`config.mk`:
```
export PLATFORM = sky130hd
export DESIGN_NAME = thlr_div
export DESIGN_NICKNAME = d
export VERILOG_FILES = /design/src/rtl/assert_macros.svh /design/src/rtl/thlr_pkg.sv /design/src/rtl/thlr_div.sv
export SDC_FILE = /design/constraint.sdc
export NUM_CORES = 2
export LEC_CHECK = 0
export ABC_AREA = 1
export ABC_CLOCK_PERIOD_IN_PS = 3420
export BUFFER_PORTS_ARGS = -buffer_cell sky130_fd_sc_hd__buf_4
export CAP_MARGIN = 20
export CORE_ASPECT_RATIO = 2
export CORE_MARGIN = 2
export CORE_UTILIZATION = 35
export DETAILED_ROUTE_END_ITERATION = 7
export HOLD_SLACK_MARGIN = 0.1
export PLACE_DENSITY_LB_ADDON = 0.08
export SLEW_MARGIN = 20
export SYNTH_ARGS = -nofsm -noshare
export SYNTH_HDL_FRONTEND = slang
export SYNTH_SLANG_ARGS = --single-unit
```
`constraint.sdc`:
```
create_clock -name aclk -period 3.42 [get_ports aclk]
set_input_delay 0.342 -clock aclk [delete_from_list [all_inputs] [get_ports aclk]]
set_output_delay 0.342 -clock aclk [all_outputs]
set_load 0.005 [all_outputs]
```
`src/rtl/assert_macros.svh`:
```
// assertion macros used by the top-level rtl file
`ifndef ASSERT_MACROS_SVH
`define ASSERT_MACROS_SVH

// checked at every rising aclk edge, masked while reset is held
`define ASSERT_CLKD(lbl, prop, msg) \
    lbl: assert property (@(posedge aclk) disable iff (!aresetn) (prop)) \
        else $error(msg);

// checked at every rising aclk edge, reset included
`define ASSERT_CLK(lbl, prop, msg) \
    lbl: assert property (@(posedge aclk) (prop)) \
        else $error(msg);

`endif

```
`src/rtl/thlr_pkg.sv`:
```
// types, widths and constants of the lightness remap pipeline
package thlr_pkg;

    localparam int FRAC_BITS = 16;
    localparam int QW        = FRAC_BITS + 1;
    localparam int NUMW      = 2 * QW;

    localparam logic [QW-1:0] FX_ONE        = {1'b1, {FRAC_BITS{1'b0}}};
    localparam logic [QW-1:0] FX_HALF       = FX_ONE >> 1;
    localparam logic [QW-1:0] FX_SIXTH      = QW'((2 ** FRAC_BITS) / 6);
    localparam logic [QW-1:0] FX_THIRD      = QW'((2 ** FRAC_BITS) / 3);
    localparam logic [QW-1:0] FX_TWO_THIRDS = QW'((2 * (2 ** FRAC_BITS)) / 3);

    localparam int LIGHT_DEN = 510;

    // lightness by reciprocal multiply: sum * ceil(2^(F+SH)/510) >> SH, exact for sum <= 510
    localparam int LIGHT_SH = 20;
    localparam int RECIP_W  = FRAC_BITS + 12;
    localparam logic [RECIP_W-1:0] LIGHT_RECIP =
        RECIP_W'(((64'd1 << (FRAC_BITS + LIGHT_SH)) + 64'd509) / 64'd510);

    localparam int CFG_IDX_W = 1;
    localparam logic [CFG_IDX_W-1:0] CFG_THEME = 1'b0;
    localparam logic [CFG_IDX_W-1:0] CFG_HALO  = 1'b1;

    localparam logic [15:0] THEME_RESET = 16'd65535;
    localparam logic [15:0] HALO_RESET  = 16'd63223;

    typedef struct packed {
        logic          grey;
        logic          upper;
        logic          kfull;
        logic [QW-1:0] light;
        logic [QW-1:0] sat;
        logic [QW-1:0] hue;
    } tag_t;

    typedef struct packed {
        logic          grey;
        logic [QW-1:0] nl;
        logic [QW-1:0] sat;
        logic [QW-1:0] hue;
    } pix_t;

    // q0.16 register value to internal fixed point
    function automatic logic [QW-1:0] q16_to_fx(input logic [15:0] v);
        logic [16+FRAC_BITS-1:0] w;
        w = {v, {FRAC_BITS{1'b0}}} >> 16;
        return w[QW-1:0];
    endfunction

endpackage

```
`src/rtl/thlr_div.sv`:
```
// pipelined restoring divider, one quotient bit per stage
module thlr_div (
    input  logic                       aclk,
    input  logic                       aresetn,
    input  logic                       ce,
    input  logic                       in_valid,
    input  logic [thlr_pkg::NUMW-1:0]  in_num,
    input  logic [thlr_pkg::QW-1:0]    in_den,
    input  thlr_pkg::tag_t             in_tag,
    output logic                       out_valid,
    output logic [thlr_pkg::QW-1:0]    out_quot,
    output thlr_pkg::tag_t             out_tag
);

    logic                      valid_reg [thlr_pkg::QW];
    logic [thlr_pkg::NUMW-1:0] rem_reg   [thlr_pkg::QW];
    logic [thlr_pkg::QW-1:0]   den_reg   [thlr_pkg::QW];
    logic [thlr_pkg::QW-1:0]   quot_reg  [thlr_pkg::QW];
    thlr_pkg::tag_t            tag_reg   [thlr_pkg::QW];

    for (genvar gi = 0; gi < thlr_pkg::QW; gi++) begin : g_stage
        localparam int SH = thlr_pkg::QW - 1 - gi;
        logic                      valid_prev;
        logic [thlr_pkg::NUMW-1:0] rem_prev;
        logic [thlr_pkg::QW-1:0]   den_prev;
        logic [thlr_pkg::QW-1:0]   quot_prev;
        thlr_pkg::tag_t            tag_prev;
        logic [thlr_pkg::NUMW-1:0] den_sh;
        logic                      fits;
        logic [thlr_pkg::NUMW-1:0] rem_next;
        logic [thlr_pkg::QW-1:0]   quot_next;

        if (gi == 0) begin : g_first
            assign valid_prev = in_valid;
            assign rem_prev   = in_num;
            assign den_prev   = in_den;
            assign quot_prev  = '0;
            assign tag_prev   = in_tag;
        end else begin : g_chain
            assign valid_prev = valid_reg[gi-1];
            assign rem_prev   = rem_reg[gi-1];
            assign den_prev   = den_reg[gi-1];
            assign quot_prev  = quot_reg[gi-1];
            assign tag_prev   = tag_reg[gi-1];
        end

        // trial subtract of the divisor at this bit weight
        assign den_sh    = thlr_pkg::NUMW'(den_prev) << SH;
        assign fits      = (rem_prev >= den_sh);
        assign rem_next  = fits ? (rem_prev - den_sh) : rem_prev;
        assign quot_next = {quot_prev[thlr_pkg::QW-2:0], fits};

        always_ff @(posedge aclk) begin
            if (!aresetn) begin
                valid_reg[gi] <= 1'b0;
            end else if (ce) begin
                valid_reg[gi] <= valid_prev;
            end
        end

        always_ff @(posedge aclk) begin
            if (ce) begin
                rem_reg[gi]  <= rem_next;
                den_reg[gi]  <= den_prev;
                quot_reg[gi] <= quot_next;
                tag_reg[gi]  <= tag_prev;
            end
        end
    end

    assign out_valid = valid_reg[thlr_pkg::QW-1];
    assign out_quot  = quot_reg[thlr_pkg::QW-1];
    assign out_tag   = tag_reg[thlr_pkg::QW-1];

endmodule

```
==> results.yml <==
hold_path:
  hold_class: "in -> reg"
  min_to: "tag_reg[0][1]"
  worstHoldPathCells: 2
  min_from: "in_tag[1]"
outcome:
  status: "complete, no violations"
power_and_ir_drop:
  switchingPower_mw: 25.6
  switching_share: 0.347
  power.share.sequential: 0.432
  power.internal_mw: 48.2
  ir_worst_vdd_mv: 0.421
  p_per_area_nw_per_um2: 731
  combPwrFrac: 0.284
  power_leakage_nw: 42.4
  pwr-share-clk: 0.284
clocking:
  post_cts_resized: 0
  post_cts_buffers: 0
  cts_tree: "built"
  hold_buffers: 112
  htree_num_levels: 4
  cts_buffers: 192
  clk_pin_slew_worst_paths_ps: 70
  numClockSinks: 1904
  clock_path_buffers: 4
  cts_root_buf: "clkbuf_16"
  insertion_delay_ps: 890
synth:
  yosysTopAreaCell: "edfxtp_1"
  synth_cells: 8312
  async_reset_ff_frac: 0
  synth_area_leaders: "edfxtp_1 (65%), nand2_1 (11%), inv_1 (5.4%), ha_1 (4.1%), nor2_1 (2.8%)"
  ys.warnings.count: 0
  synth_top_area_share: 0.651
  seq_area_frac_synth: 0.652
  avgSynthCellArea_um2: 10.6
  synth_edf_count: 1903
  ys_ff_latch: 1904
  synth_area_um2: 87700
  synth_ff_type: "edfxtp_1"
  syn_nets: 8726
  yosysUniqueCellTypes: 50
worst_setup_path:
  r2r_start: "den_reg[0][161]"
  crit_arrival_ps: 3700
  crit_path_top_delay_cell: "o21ai_0"
  start_kind: "flop"
  critical_path.cell_chain: "inv_1 -> ha_1 -> nand2_1 -> nor2_1 -> nand2_1 -> nor2_1 -> a21oi_1 -> inv_1 -> nor2_2 -> buf_4 -> o21ai_0"
  rrSetupSlack_ps: 230
  path_class: "reg -> reg"
  cp-end-kind: "flop"
  max_stage_delay_ps: 800
  required_ps: 3930
  crit_buf_inv: 3
  worstReg2RegEnd: "rem_reg[0][354]"
  cpLargestDelayFamily: "compound AO/OA/AOI/OAI gates"
  critical_path.max_fanout: 22
  reg2reg_depth: 11
timing:
  fmax_ghz: 0.313
  maxSlewViolCount: 0
  grt_setup_unrepaired: "false"
  hold_viol: 0
  setup_violations: 0
  worst_slack_ps: 227
  min_period_over_period: 0.934
  final.setup.tns_ps: 0
  worst_slew_margin_rel: 0.324
  worst_slew_pin_slew_ps: 1000
  clock_skew_ps: 73.7
  min_period_ps: 3190
placed_design:
  pre_cts_slack_ps: 314
  gp_congestion: 0.893
  dp_hpwl_um: 178000
  place_area_um2: 93800
  portBuffers: 180
cells_and_area:
  largest_reg_flops: 918
  drive_gt1_frac: 0.0761
  area_delta_synth_final_pct: 15.2
  fin_nets: 9262
  postLayoutCellArea_um2: 101000
die:
  die_h_um: 712
  start_util: 0.351
  dieArea_um2: 255000
  core-area_um2: 250000
  die_x_um: 358
  core.rowCount: 260
  ios: 181
global_route:
  grt_pass1_vias: 56675
  antenna_found_initial: 4
  grt_pass1_wl_um: 356000
  grt_use_met2: 0.296
  top_usage_layer: "met2"
  use_met1: 0.263
  grt.total_usage: 0.184
  grt_use_met3: 0.0213
  grt_max_degree: 116
  overflow: 0
routing:
  ant_nets: 0
  drt_wl_total_um: 236000
  wl_per_cell_um: 19.2
  drtPass1Iterations: 7
  drt_iter0_drc: 4653
  via_count: 57552
  drc: 0
  viasPerCell: 4.69
run:
  drv_cap: 0
==> cell type report <==
type | instances | area [um2]
Inverter | 1266 | 4760
Multi-Input combinational cell | 5082 | 25300
Tap cell | 3275 | 4100
Clock buffer | 231 | 4990
Timing Repair Buffer | 402 | 3630
Fill cell | 24473 | 149000
Antenna cell | 1 | 2.50
Sequential cell | 1904 | 57200
Clock inverter | 101 | 1060
==> cell usage after synthesis, drive strengths merged (11+ instances only) <==
master	instances
a21oi	352
nand3	460
ha	289
nor2	689
edfxtp	1903
buf	59
and2	11
o21bai	27
xor2	143
xnor2	31
o21ai	122
nand4	181
nand2	2622
nor3	76
nand3b	26
inv	1266
fa	16
==> power groups by stage <==
stage          Combinational (mW)  Sequential [mW]  Clock, mW
6_report                     21.0             31.9       21.0
5_1_grt                      23.9             32.2       22.7
4_1_cts                      21.1             31.9       21.9
3_5_place_dp                 20.8             32.4          0
3_3_place_gp                 21.0             32.4          0
2_1_floorplan                14.2             31.0          0
==> layout by cell type, fill, tap and decap left out, types with 12 or more instances in the layout <==
cell and count:
a21oi_2 29, nand4_1 179, nand2_2 17, edfxtp_1 1903
ha_1 289, o21ai_0 104, clkinv_1 26, nor3_1 71
inv_1 1256, clkbuf_16 194, xor2_1 143, nor2_2 21
o21ai_2 12, clkinv_2 33, o21bai_1 27, clkbuf_1 37
xnor2_1 31, nand3b_1 26, bufinv_16 19, dlygate4sd3_1 112
fa_1 16, nand2_1 2600, nor2_1 661, nand3_1 450
buf_4 264, buf_12 25, a21oi_1 321
==> layer usage <==
layer | routed length (um) | share of wire | vias up
met5 | 0 | 0 | -
met4 | 6310 | 0.027 | 0
met3 | 9610 | 0.041 | 305
met2 | 108000 | 0.46 | 1103
met1 | 112000 | 0.47 | 27450
li1 | - | - | 28694
==> stage by stage <==
step / total power [mW] / utilization / hold slack [ps] / instances
floorplan: 45.2 / - / 400 / 8312
detailed placement: 53.2 / 0.376 / 405 / 11817
CTS: 74.9 / 0.404 / 103 / 12261
global placement: 53.4 / 0.376 / 400 / 11817
global route: 78.7 / 0.404 / 122 / 12262
finish: 73.8 / 0.404 / 181 / 12262
==> how the worst max path moves through the flow <==
stage | to | cells past startpoint | slack [ps] | from
after floorplan | rem_reg[0][499] | 13 | 1160 | rem_reg[0][444]
after global placement | rem_reg[0][353] | 11 | 240 | den_reg[0][161]
after detailed placement | rem_reg[0][353] | 11 | 310 | den_reg[0][161]
after CTS | rem_reg[0][353] | 11 | 240 | den_reg[0][161]
after global routing | rem_reg[0][353] | 11 | 100 | den_reg[0][161]
final | rem_reg[0][354] | 11 | 230 | den_reg[0][161]
==> worst reg2reg max path, delay by kind of cell, from the launching register on <==
| kind | cells | cell delay, ps |
|---|---|---|
| AO/OA/AOI/OAI | 2 | 900 |
| AND/OR/NAND/NOR | 5 | 590 |
| adder cells (fa/ha/maj) | 1 | 360 |
| flip-flops | 1 | 600 |
| buffers and inverters | 3 | 370 |
==> kinds of logic after synthesis <==
family,after synthesis,share of synthesized area
adder cells (fa/ha/maj),305,0.0449
AND/OR/NAND/NOR,4088,0.193
XOR/XNOR,174,0.0174
AO/OA/AOI/OAI,515,0.0326
flip-flops,1904,0.652
buffers and inverters,1326,0.0599
Note: power is estimated with default switching activity, not from simulation.
