===== config.mk =====
export PLATFORM = sky130hd
export DESIGN_NAME = thlr_rgb_out
export DESIGN_NICKNAME = d
export VERILOG_FILES = /design/src/rtl/assert_macros.svh /design/src/rtl/thlr_pkg.sv /design/src/rtl/thlr_rgb_out.sv
export SDC_FILE = /design/constraint.sdc
export NUM_CORES = 2
export LEC_CHECK = 0
export BUFFER_PORTS_ARGS = -buffer_cell sky130_fd_sc_hd__buf_2
export CORE_MARGIN = 1
export CORE_UTILIZATION = 45
export CTS_BUF_LIST = sky130_fd_sc_hd__clkbuf_8 sky130_fd_sc_hd__clkbuf_16
export CTS_CLUSTER_SIZE = 10
export DETAILED_ROUTE_END_ITERATION = 12
export GPL_TIMING_DRIVEN = 0
export HOLD_SLACK_MARGIN = 0.12
export PLACE_DENSITY = 0.56
export SLEW_MARGIN = 20
export SYNTH_ARGS = -nofsm -noshare
export SYNTH_HDL_FRONTEND = slang
export SYNTH_SLANG_ARGS = --single-unit

===== constraint.sdc =====
create_clock -name aclk -period 10.85 [get_ports aclk]
set_clock_uncertainty 0.2 [all_clocks]
set_input_delay 2.17 -clock aclk [delete_from_list [all_inputs] [get_ports aclk]]
set_output_delay 2.17 -clock aclk [all_outputs]
set_load 0.02 [all_outputs]

===== src/rtl/assert_macros.svh =====
// assertion macros used by the top-level rtl file
`ifndef ASSERT_MACROS_SVH
`define ASSERT_MACROS_SVH

// checked at every rising aclk edge, masked while reset is held
`define ASSERT_CLKD(lbl, prop, msg) \
    lbl: assert property (@(posedge aclk) disable iff (!aresetn) (prop)) \
        else $error(msg);

// checked at every rising aclk edge, reset included
`define ASSERT_CLK(lbl, prop, msg) \
    lbl: assert property (@(posedge aclk) (prop)) \
        else $error(msg);

`endif


===== src/rtl/thlr_pkg.sv =====
// types, widths and constants of the lightness remap pipeline
package thlr_pkg;

    localparam int FRAC_BITS = 16;
    localparam int QW        = FRAC_BITS + 1;
    localparam int NUMW      = 2 * QW;

    localparam logic [QW-1:0] FX_ONE        = {1'b1, {FRAC_BITS{1'b0}}};
    localparam logic [QW-1:0] FX_HALF       = FX_ONE >> 1;
    localparam logic [QW-1:0] FX_SIXTH      = QW'((2 ** FRAC_BITS) / 6);
    localparam logic [QW-1:0] FX_THIRD      = QW'((2 ** FRAC_BITS) / 3);
    localparam logic [QW-1:0] FX_TWO_THIRDS = QW'((2 * (2 ** FRAC_BITS)) / 3);

    localparam int LIGHT_DEN = 510;

    // lightness by reciprocal multiply: sum * ceil(2^(F+SH)/510) >> SH, exact for sum <= 510
    localparam int LIGHT_SH = 20;
    localparam int RECIP_W  = FRAC_BITS + 12;
    localparam logic [RECIP_W-1:0] LIGHT_RECIP =
        RECIP_W'(((64'd1 << (FRAC_BITS + LIGHT_SH)) + 64'd509) / 64'd510);

    localparam int CFG_IDX_W = 1;
    localparam logic [CFG_IDX_W-1:0] CFG_THEME = 1'b0;
    localparam logic [CFG_IDX_W-1:0] CFG_HALO  = 1'b1;

    localparam logic [15:0] THEME_RESET = 16'd65535;
    localparam logic [15:0] HALO_RESET  = 16'd63223;

    typedef struct packed {
        logic          grey;
        logic          upper;
        logic          kfull;
        logic [QW-1:0] light;
        logic [QW-1:0] sat;
        logic [QW-1:0] hue;
    } tag_t;

    typedef struct packed {
        logic          grey;
        logic [QW-1:0] nl;
        logic [QW-1:0] sat;
        logic [QW-1:0] hue;
    } pix_t;

    // q0.16 register value to internal fixed point
    function automatic logic [QW-1:0] q16_to_fx(input logic [15:0] v);
        logic [16+FRAC_BITS-1:0] w;
        w = {v, {FRAC_BITS{1'b0}}} >> 16;
        return w[QW-1:0];
    endfunction

endpackage


===== src/rtl/thlr_rgb_out.sv =====
// hsl back to rgb, five stages ending in the output register
module thlr_rgb_out (
    input  logic           aclk,
    input  logic           aresetn,
    input  logic           ce,
    input  logic           in_valid,
    input  thlr_pkg::pix_t in_pix,
    output logic           out_valid,
    output logic [7:0]     out_red,
    output logic [7:0]     out_green,
    output logic [7:0]     out_blue,
    output logic           out_grey
);

    localparam int F  = thlr_pkg::FRAC_BITS;
    localparam int QW = thlr_pkg::QW;
    localparam int MW = 2 * QW + 1;
    localparam int PW = F + 3;
    localparam int FW = F + 4;
    localparam int XW = PW + FW;
    localparam int VW = F + 8;
    localparam int BW = VW + 8;

    localparam logic [1:0] SEG_RISE = 2'd0;
    localparam logic [1:0] SEG_HIGH = 2'd1;
    localparam logic [1:0] SEG_FALL = 2'd2;
    localparam logic [1:0] SEG_LOW  = 2'd3;

    // stage 6: lightness times the chroma factor
    logic          v6_reg;
    logic [MW-1:0] prod6_reg, prod6_next;
    logic [QW-1:0] nl6_reg, s6_reg, h6_reg;
    logic          grey6_reg, lt6_reg, lt6_next;
    logic [QW:0]   mfac;

    assign lt6_next   = (in_pix.nl < thlr_pkg::FX_HALF);
    assign mfac       = lt6_next ? ((QW+1)'(thlr_pkg::FX_ONE) + (QW+1)'(in_pix.sat))
                                 : (QW+1)'(in_pix.sat);
    assign prod6_next = MW'(in_pix.nl) * MW'(mfac);

    // stage 7: q, p and the three hue offsets
    logic          v7_reg;
    logic [PW-1:0] p7_reg, q7_reg, diff7_reg;
    logic [QW-1:0] t7_reg [3];
    logic [QW-1:0] nl7_reg;
    logic          grey7_reg;
    logic [PW-1:0] pshift, qv, two_nl, pv, diff_next;
    logic [QW:0]   tr_sum;
    logic [QW-1:0] t_next [3];

    always_comb begin
        pshift = PW'(prod6_reg >> F);
        if (lt6_reg) begin
            qv = pshift;
        end else begin
            qv = PW'(nl6_reg) + PW'(s6_reg) - pshift;
        end
        two_nl    = PW'(nl6_reg) << 1;
        pv        = (two_nl < qv) ? '0 : (two_nl - qv);
        diff_next = (qv > pv) ? (qv - pv) : '0;
        tr_sum    = (QW+1)'(h6_reg) + (QW+1)'(thlr_pkg::FX_THIRD);
        if (tr_sum > (QW+1)'(thlr_pkg::FX_ONE)) begin
            t_next[0] = QW'(tr_sum - (QW+1)'(thlr_pkg::FX_ONE));
        end else begin
            t_next[0] = QW'(tr_sum);
        end
        t_next[1] = h6_reg;
        if (h6_reg < thlr_pkg::FX_THIRD) begin
            t_next[2] = h6_reg + thlr_pkg::FX_ONE - thlr_pkg::FX_THIRD;
        end else begin
            t_next[2] = h6_reg - thlr_pkg::FX_THIRD;
        end
    end

    // stage 8: segment of the hue ramp and its slope product per channel
    logic          v8_reg;
    logic [XW-1:0] prod8_reg [3];
    logic [1:0]    seg8_reg  [3];
    logic [PW-1:0] p8_reg, q8_reg;
    logic [QW-1:0] nl8_reg;
    logic          grey8_reg;
    logic [FW-1:0] fac    [3];
    logic [1:0]    seg_next [3];
    logic [XW-1:0] prod8_next [3];

    always_comb begin
        for (int c = 0; c < 3; c++) begin
            if (t7_reg[c] < thlr_pkg::FX_SIXTH) begin
                seg_next[c] = SEG_RISE;
                fac[c]      = FW'(t7_reg[c]) * FW'(6);
            end else if (t7_reg[c] < thlr_pkg::FX_HALF) begin
                seg_next[c] = SEG_HIGH;
                fac[c]      = '0;
            end else if (t7_reg[c] < thlr_pkg::FX_TWO_THIRDS) begin
                seg_next[c] = SEG_FALL;
                fac[c]      = FW'(thlr_pkg::FX_TWO_THIRDS - t7_reg[c]) * FW'(6);
            end else begin
                seg_next[c] = SEG_LOW;
                fac[c]      = '0;
            end
            prod8_next[c] = XW'(diff7_reg) * XW'(fac[c]);
        end
    end

    // stage 9: channel value
    logic          v9_reg;
    logic [VW-1:0] val9_reg [3];
    logic          grey9_reg;
    logic [VW-1:0] val_next [3];

    always_comb begin
        for (int c = 0; c < 3; c++) begin
            case (seg8_reg[c])
                SEG_RISE, SEG_FALL: val_next[c] = VW'(p8_reg) + VW'(prod8_reg[c] >> F);
                SEG_HIGH:           val_next[c] = VW'(q8_reg);
                SEG_LOW:            val_next[c] = VW'(p8_reg);
                default:            val_next[c] = VW'(p8_reg);
            endcase
            if (grey8_reg) begin
                val_next[c] = VW'(nl8_reg);
            end
        end
    end

    // stage 10: scale to a byte and saturate
    logic          v10_reg;
    logic [7:0]    byte10_reg [3];
    logic          grey10_reg;
    logic [BW-1:0] scaled [3];
    logic [7:0]    byte_next [3];

    always_comb begin
        for (int c = 0; c < 3; c++) begin
            scaled[c]    = (BW'(val9_reg[c]) * BW'(255)) >> F;
            byte_next[c] = (scaled[c] > BW'(255)) ? 8'd255 : scaled[c][7:0];
        end
    end

    always_ff @(posedge aclk) begin
        if (!aresetn) begin
            v6_reg  <= 1'b0;
            v7_reg  <= 1'b0;
            v8_reg  <= 1'b0;
            v9_reg  <= 1'b0;
            v10_reg <= 1'b0;
        end else if (ce) begin
            v6_reg  <= in_valid;
            v7_reg  <= v6_reg;
            v8_reg  <= v7_reg;
            v9_reg  <= v8_reg;
            v10_reg <= v9_reg;
        end
    end

    always_ff @(posedge aclk) begin
        if (ce) begin
            prod6_reg  <= prod6_next;
            nl6_reg    <= in_pix.nl;
            s6_reg     <= in_pix.sat;
            h6_reg     <= in_pix.hue;
            grey6_reg  <= in_pix.grey;
            lt6_reg    <= lt6_next;

            p7_reg     <= pv;
            q7_reg     <= qv;
            diff7_reg  <= diff_next;
            nl7_reg    <= nl6_reg;
            grey7_reg  <= grey6_reg;

            p8_reg     <= p7_reg;
            q8_reg     <= q7_reg;
            nl8_reg    <= nl7_reg;
            grey8_reg  <= grey7_reg;

            grey9_reg  <= grey8_reg;
            grey10_reg <= grey9_reg;

            for (int c = 0; c < 3; c++) begin
                t7_reg[c]     <= t_next[c];
                prod8_reg[c]  <= prod8_next[c];
                seg8_reg[c]   <= seg_next[c];
                val9_reg[c]   <= val_next[c];
                byte10_reg[c] <= byte_next[c];
            end
        end
    end

    assign out_valid = v10_reg;
    assign out_red   = byte10_reg[0];
    assign out_green = byte10_reg[1];
    assign out_blue  = byte10_reg[2];
    assign out_grey  = grey10_reg;

endmodule


==> results.ini <==
[status]
outcome=completed

[logic_synthesis]
synth_top_area_cell=fa_1
netlist.area_leader.share_pct=34.4
syn-mean-instance-area_um2=9.53
synth_nets=11293
yosysUniqueCellTypes=115
syn-cell-area_um2=84600
syn_inst=8876
netlist_top_cells_area=fa_1, edfxtp_1, ha_1
yosysWarnings=0
seq_area_frac_synth_pct=15.2
synth_edf_count=426
ys.flop_type=edfxtp_1
ys_ff_latch=431
synthArstFlopShare_pct=0

[final_layout]
n_fill_cell=17580
layout-drive-gt1-share_pct=4.64
synthToLayoutAreaGrowth_pct=7.64
nets=11492
final_area_um2=91000
largest_reg_flops=72
final_core_util_pct=48.9

[route]
num_vias=61198
wire_per_inst_um=21.5
drt_iter0_drc=4177
wirelength_um=249000
via_per_inst=5.28
first_pass_iters=6
final_antenna_net_count=0
drc=0

[global_routing]
grt_max_degree=105
overflow=0
grt_pass1_vias=63895
antenna_found_initial=11
grt_use_total_pct=26.5
grt_pass1_wl_um=382000

[clocking]
cts_tree=yes
clock-root-buffer=clkbuf_16
cts_hold_buf=0
cts.sinks=431
cts_htree_levels=2
numCtsBuffers=56
clock_latency_ns=0.67
ctsLongestPathBuffers=3
clk_pin_slew_ns=0.06

[critical_path]
r2r-start=t7_reg[0][5]$_DFFE_PP_
start_kind=flip-flop
r2r_slack_ns=0.44
endpoint_kind=flip-flop
required_ns=11.07
slowest_delay_ns=0.53
crit_start=t7_reg[0][5]$_DFFE_PP_
cpMostUsedCell=fa_1
r2r_cells=36
cp.arrival_ns=10.63
crit_end=prod8_reg[0][33]$_DFFE_PP_
timing.rr.end=prod8_reg[0][33]$_DFFE_PP_
cp_max_fo=8
critPathKind=reg -> reg
crit_slowest_cell=fa_1

[floorplan]
die_x_um=436
row_count=158
start_util_pct=45.5
die_y_um=436
fp.dieArea_um2=190000
ios=82
core-area_um2=186000

[sta]
period_minus_slack_ns=10.41
holdWs_ns=0.196
setup_slack_ns=0.440
fin_crit_sh_pct=95.9
drv_slew=0
worstMarginPinSlew_ns=1.34
timing.slew.headroom_pct=10.5
setup_viol=0
hold_violations=0
max_freq_mhz=96.1

[run]
drv_cap=0

[place]
hpwl_um=210000
place_congestion=0.982
post_dp_cell_area_um2=88400
port_buffers=81
pre_cts_ws_ns=-1.90

[min_path]
hp-class=reg -> reg
whs_path_depth=0

-- per-layer routing --
metal	vias up	wire (um)	track usage (%)
met3	439	15300	3.30
met4	4	12900	11.7
met5	-	25	0
met2	1968	112000	42.0
li1	28199	-	-
met1	30588	109000	36.3
-- critical path: cells and delay by family (launching register included) --
family                     cells  cell delay, ns
DFF                            1            0.50
adders and majority gates      9            3.96
buffers and inverters          5            0.41
xor gates and xnor gates       2            0.31
and+or+nand+nor                7            1.43
AOI/OAI and AO/OA             13            3.37
-- Yosys cell counts, types with 9 or more instances --
master	instances
a31o_2	9
a21oi_1	306
ha_1	908
o31ai_1	14
a21boi_0	29
clkbuf_1	256
and4_1	11
xor2_1	105
nor3_1	97
o22ai_1	31
o21ai_1	13
nand2b_1	115
and3_1	24
mux2_2	23
a211oi_1	32
a211o_1	9
inv_1	1948
xnor2_1	224
o31a_1	16
nor4_1	13
edfxtp_1	426
buf_2	16
nor2_1	261
nand3_1	61
fa_1	1453
o21bai_1	42
nor2b_1	167
o21ai_0	188
a21o_1	132
mux2i_1	63
nand2_1	930
o21a_1	70
and2_1	541
a31oi_1	29
or3_1	31
nand4_1	45
o211ai_1	23
-- per-stage QoR --
step                      cells  TNS, ns
after floorplan            8876        0
after global placement    11437   -46.81
after detailed placement  11452   -29.47
after CTS                 11548        0
after global routing      11579  -0.0647
final                     11583        0
-- cells by family (layout without fill, tap and decap cells) --
kind of cell               count (synthesis)  in the layout  share of synthesized area [%]
xor gates and xnor gates                 336            336                           3.56
buffers and inverters                   2235           2455                           9.98
AOI/OAI and AO/OA                       1073           1074                           8.51
other                                      1              7                        0.00443
and+or+nand+nor                         2353           2353                           13.8
adders and majority gates               2361           2361                           47.8
muxes                                     86             86                           1.05
DFF                                      431            431                           15.2
-- placed cells by master (no fill, tap or decap), types with 56 or more instances in the layout --
cell type	count
clkbuf_1	234
o21a_1	69
nor3_1	95
nand2b_1	115
a21oi_1	295
nand3_1	61
xor2_1	104
inv_1	1952
ha_1	907
a21o_1	132
xnor2_1	220
nand2_1	930
nor2_1	261
clkbuf_16	56
mux2i_1	63
fa_1	1453
and2_1	541
buf_2	93
nor2b_1	167
edfxtp_1	426
o21ai_0	181
-- repair_timing --
action                     in CTS  in global routing
pin swaps                       6                 25
setup endpoints to repair      54                 35
resized for setup              41                 83
buffers inserted               18                 33
cloned                          0                  1
-- cell type report --
class / instances / area, um2 / share of cell area [%]
diodes: 6 / 15.0 / 0.0165
plain buffers: 278 / 1150 / 1.26
clock buffers: 56 / 1400 / 1.54
clock inverters: 24 / 196 / 0.216
inverters: 1950 / 7320 / 8.04
multi-input cells: 6211 / 63900 / 70.2
flip-flops and latches: 431 / 12900 / 14.2
well taps: 2480 / 3100 / 3.41
repair buffers: 147 / 1050 / 1.15
-- worst min path at each step --
| stage | start | endpoint |
|---|---|---|
| floorplan | grey6_reg$_DFFE_PP_ | grey7_reg$_DFFE_PP_ |
| global placement | grey9_reg$_DFFE_PP_ | out_grey$_DFFE_PP_ |
| detailed placement | nl7_reg[12]$_DFFE_PP_ | nl8_reg[12]$_DFFE_PP_ |
| CTS | p7_reg[1]$_DFFE_PP_ | p8_reg[1]$_DFFE_PP_ |
| global route | q7_reg[1]$_DFFE_PP_ | q8_reg[1]$_DFFE_PP_ |
| finish | p7_reg[1]$_DFFE_PP_ | p8_reg[1]$_DFFE_PP_ |
Power is not shown: default switching activity piles up to over one toggle a cycle in this logic, so the estimate is an artifact.
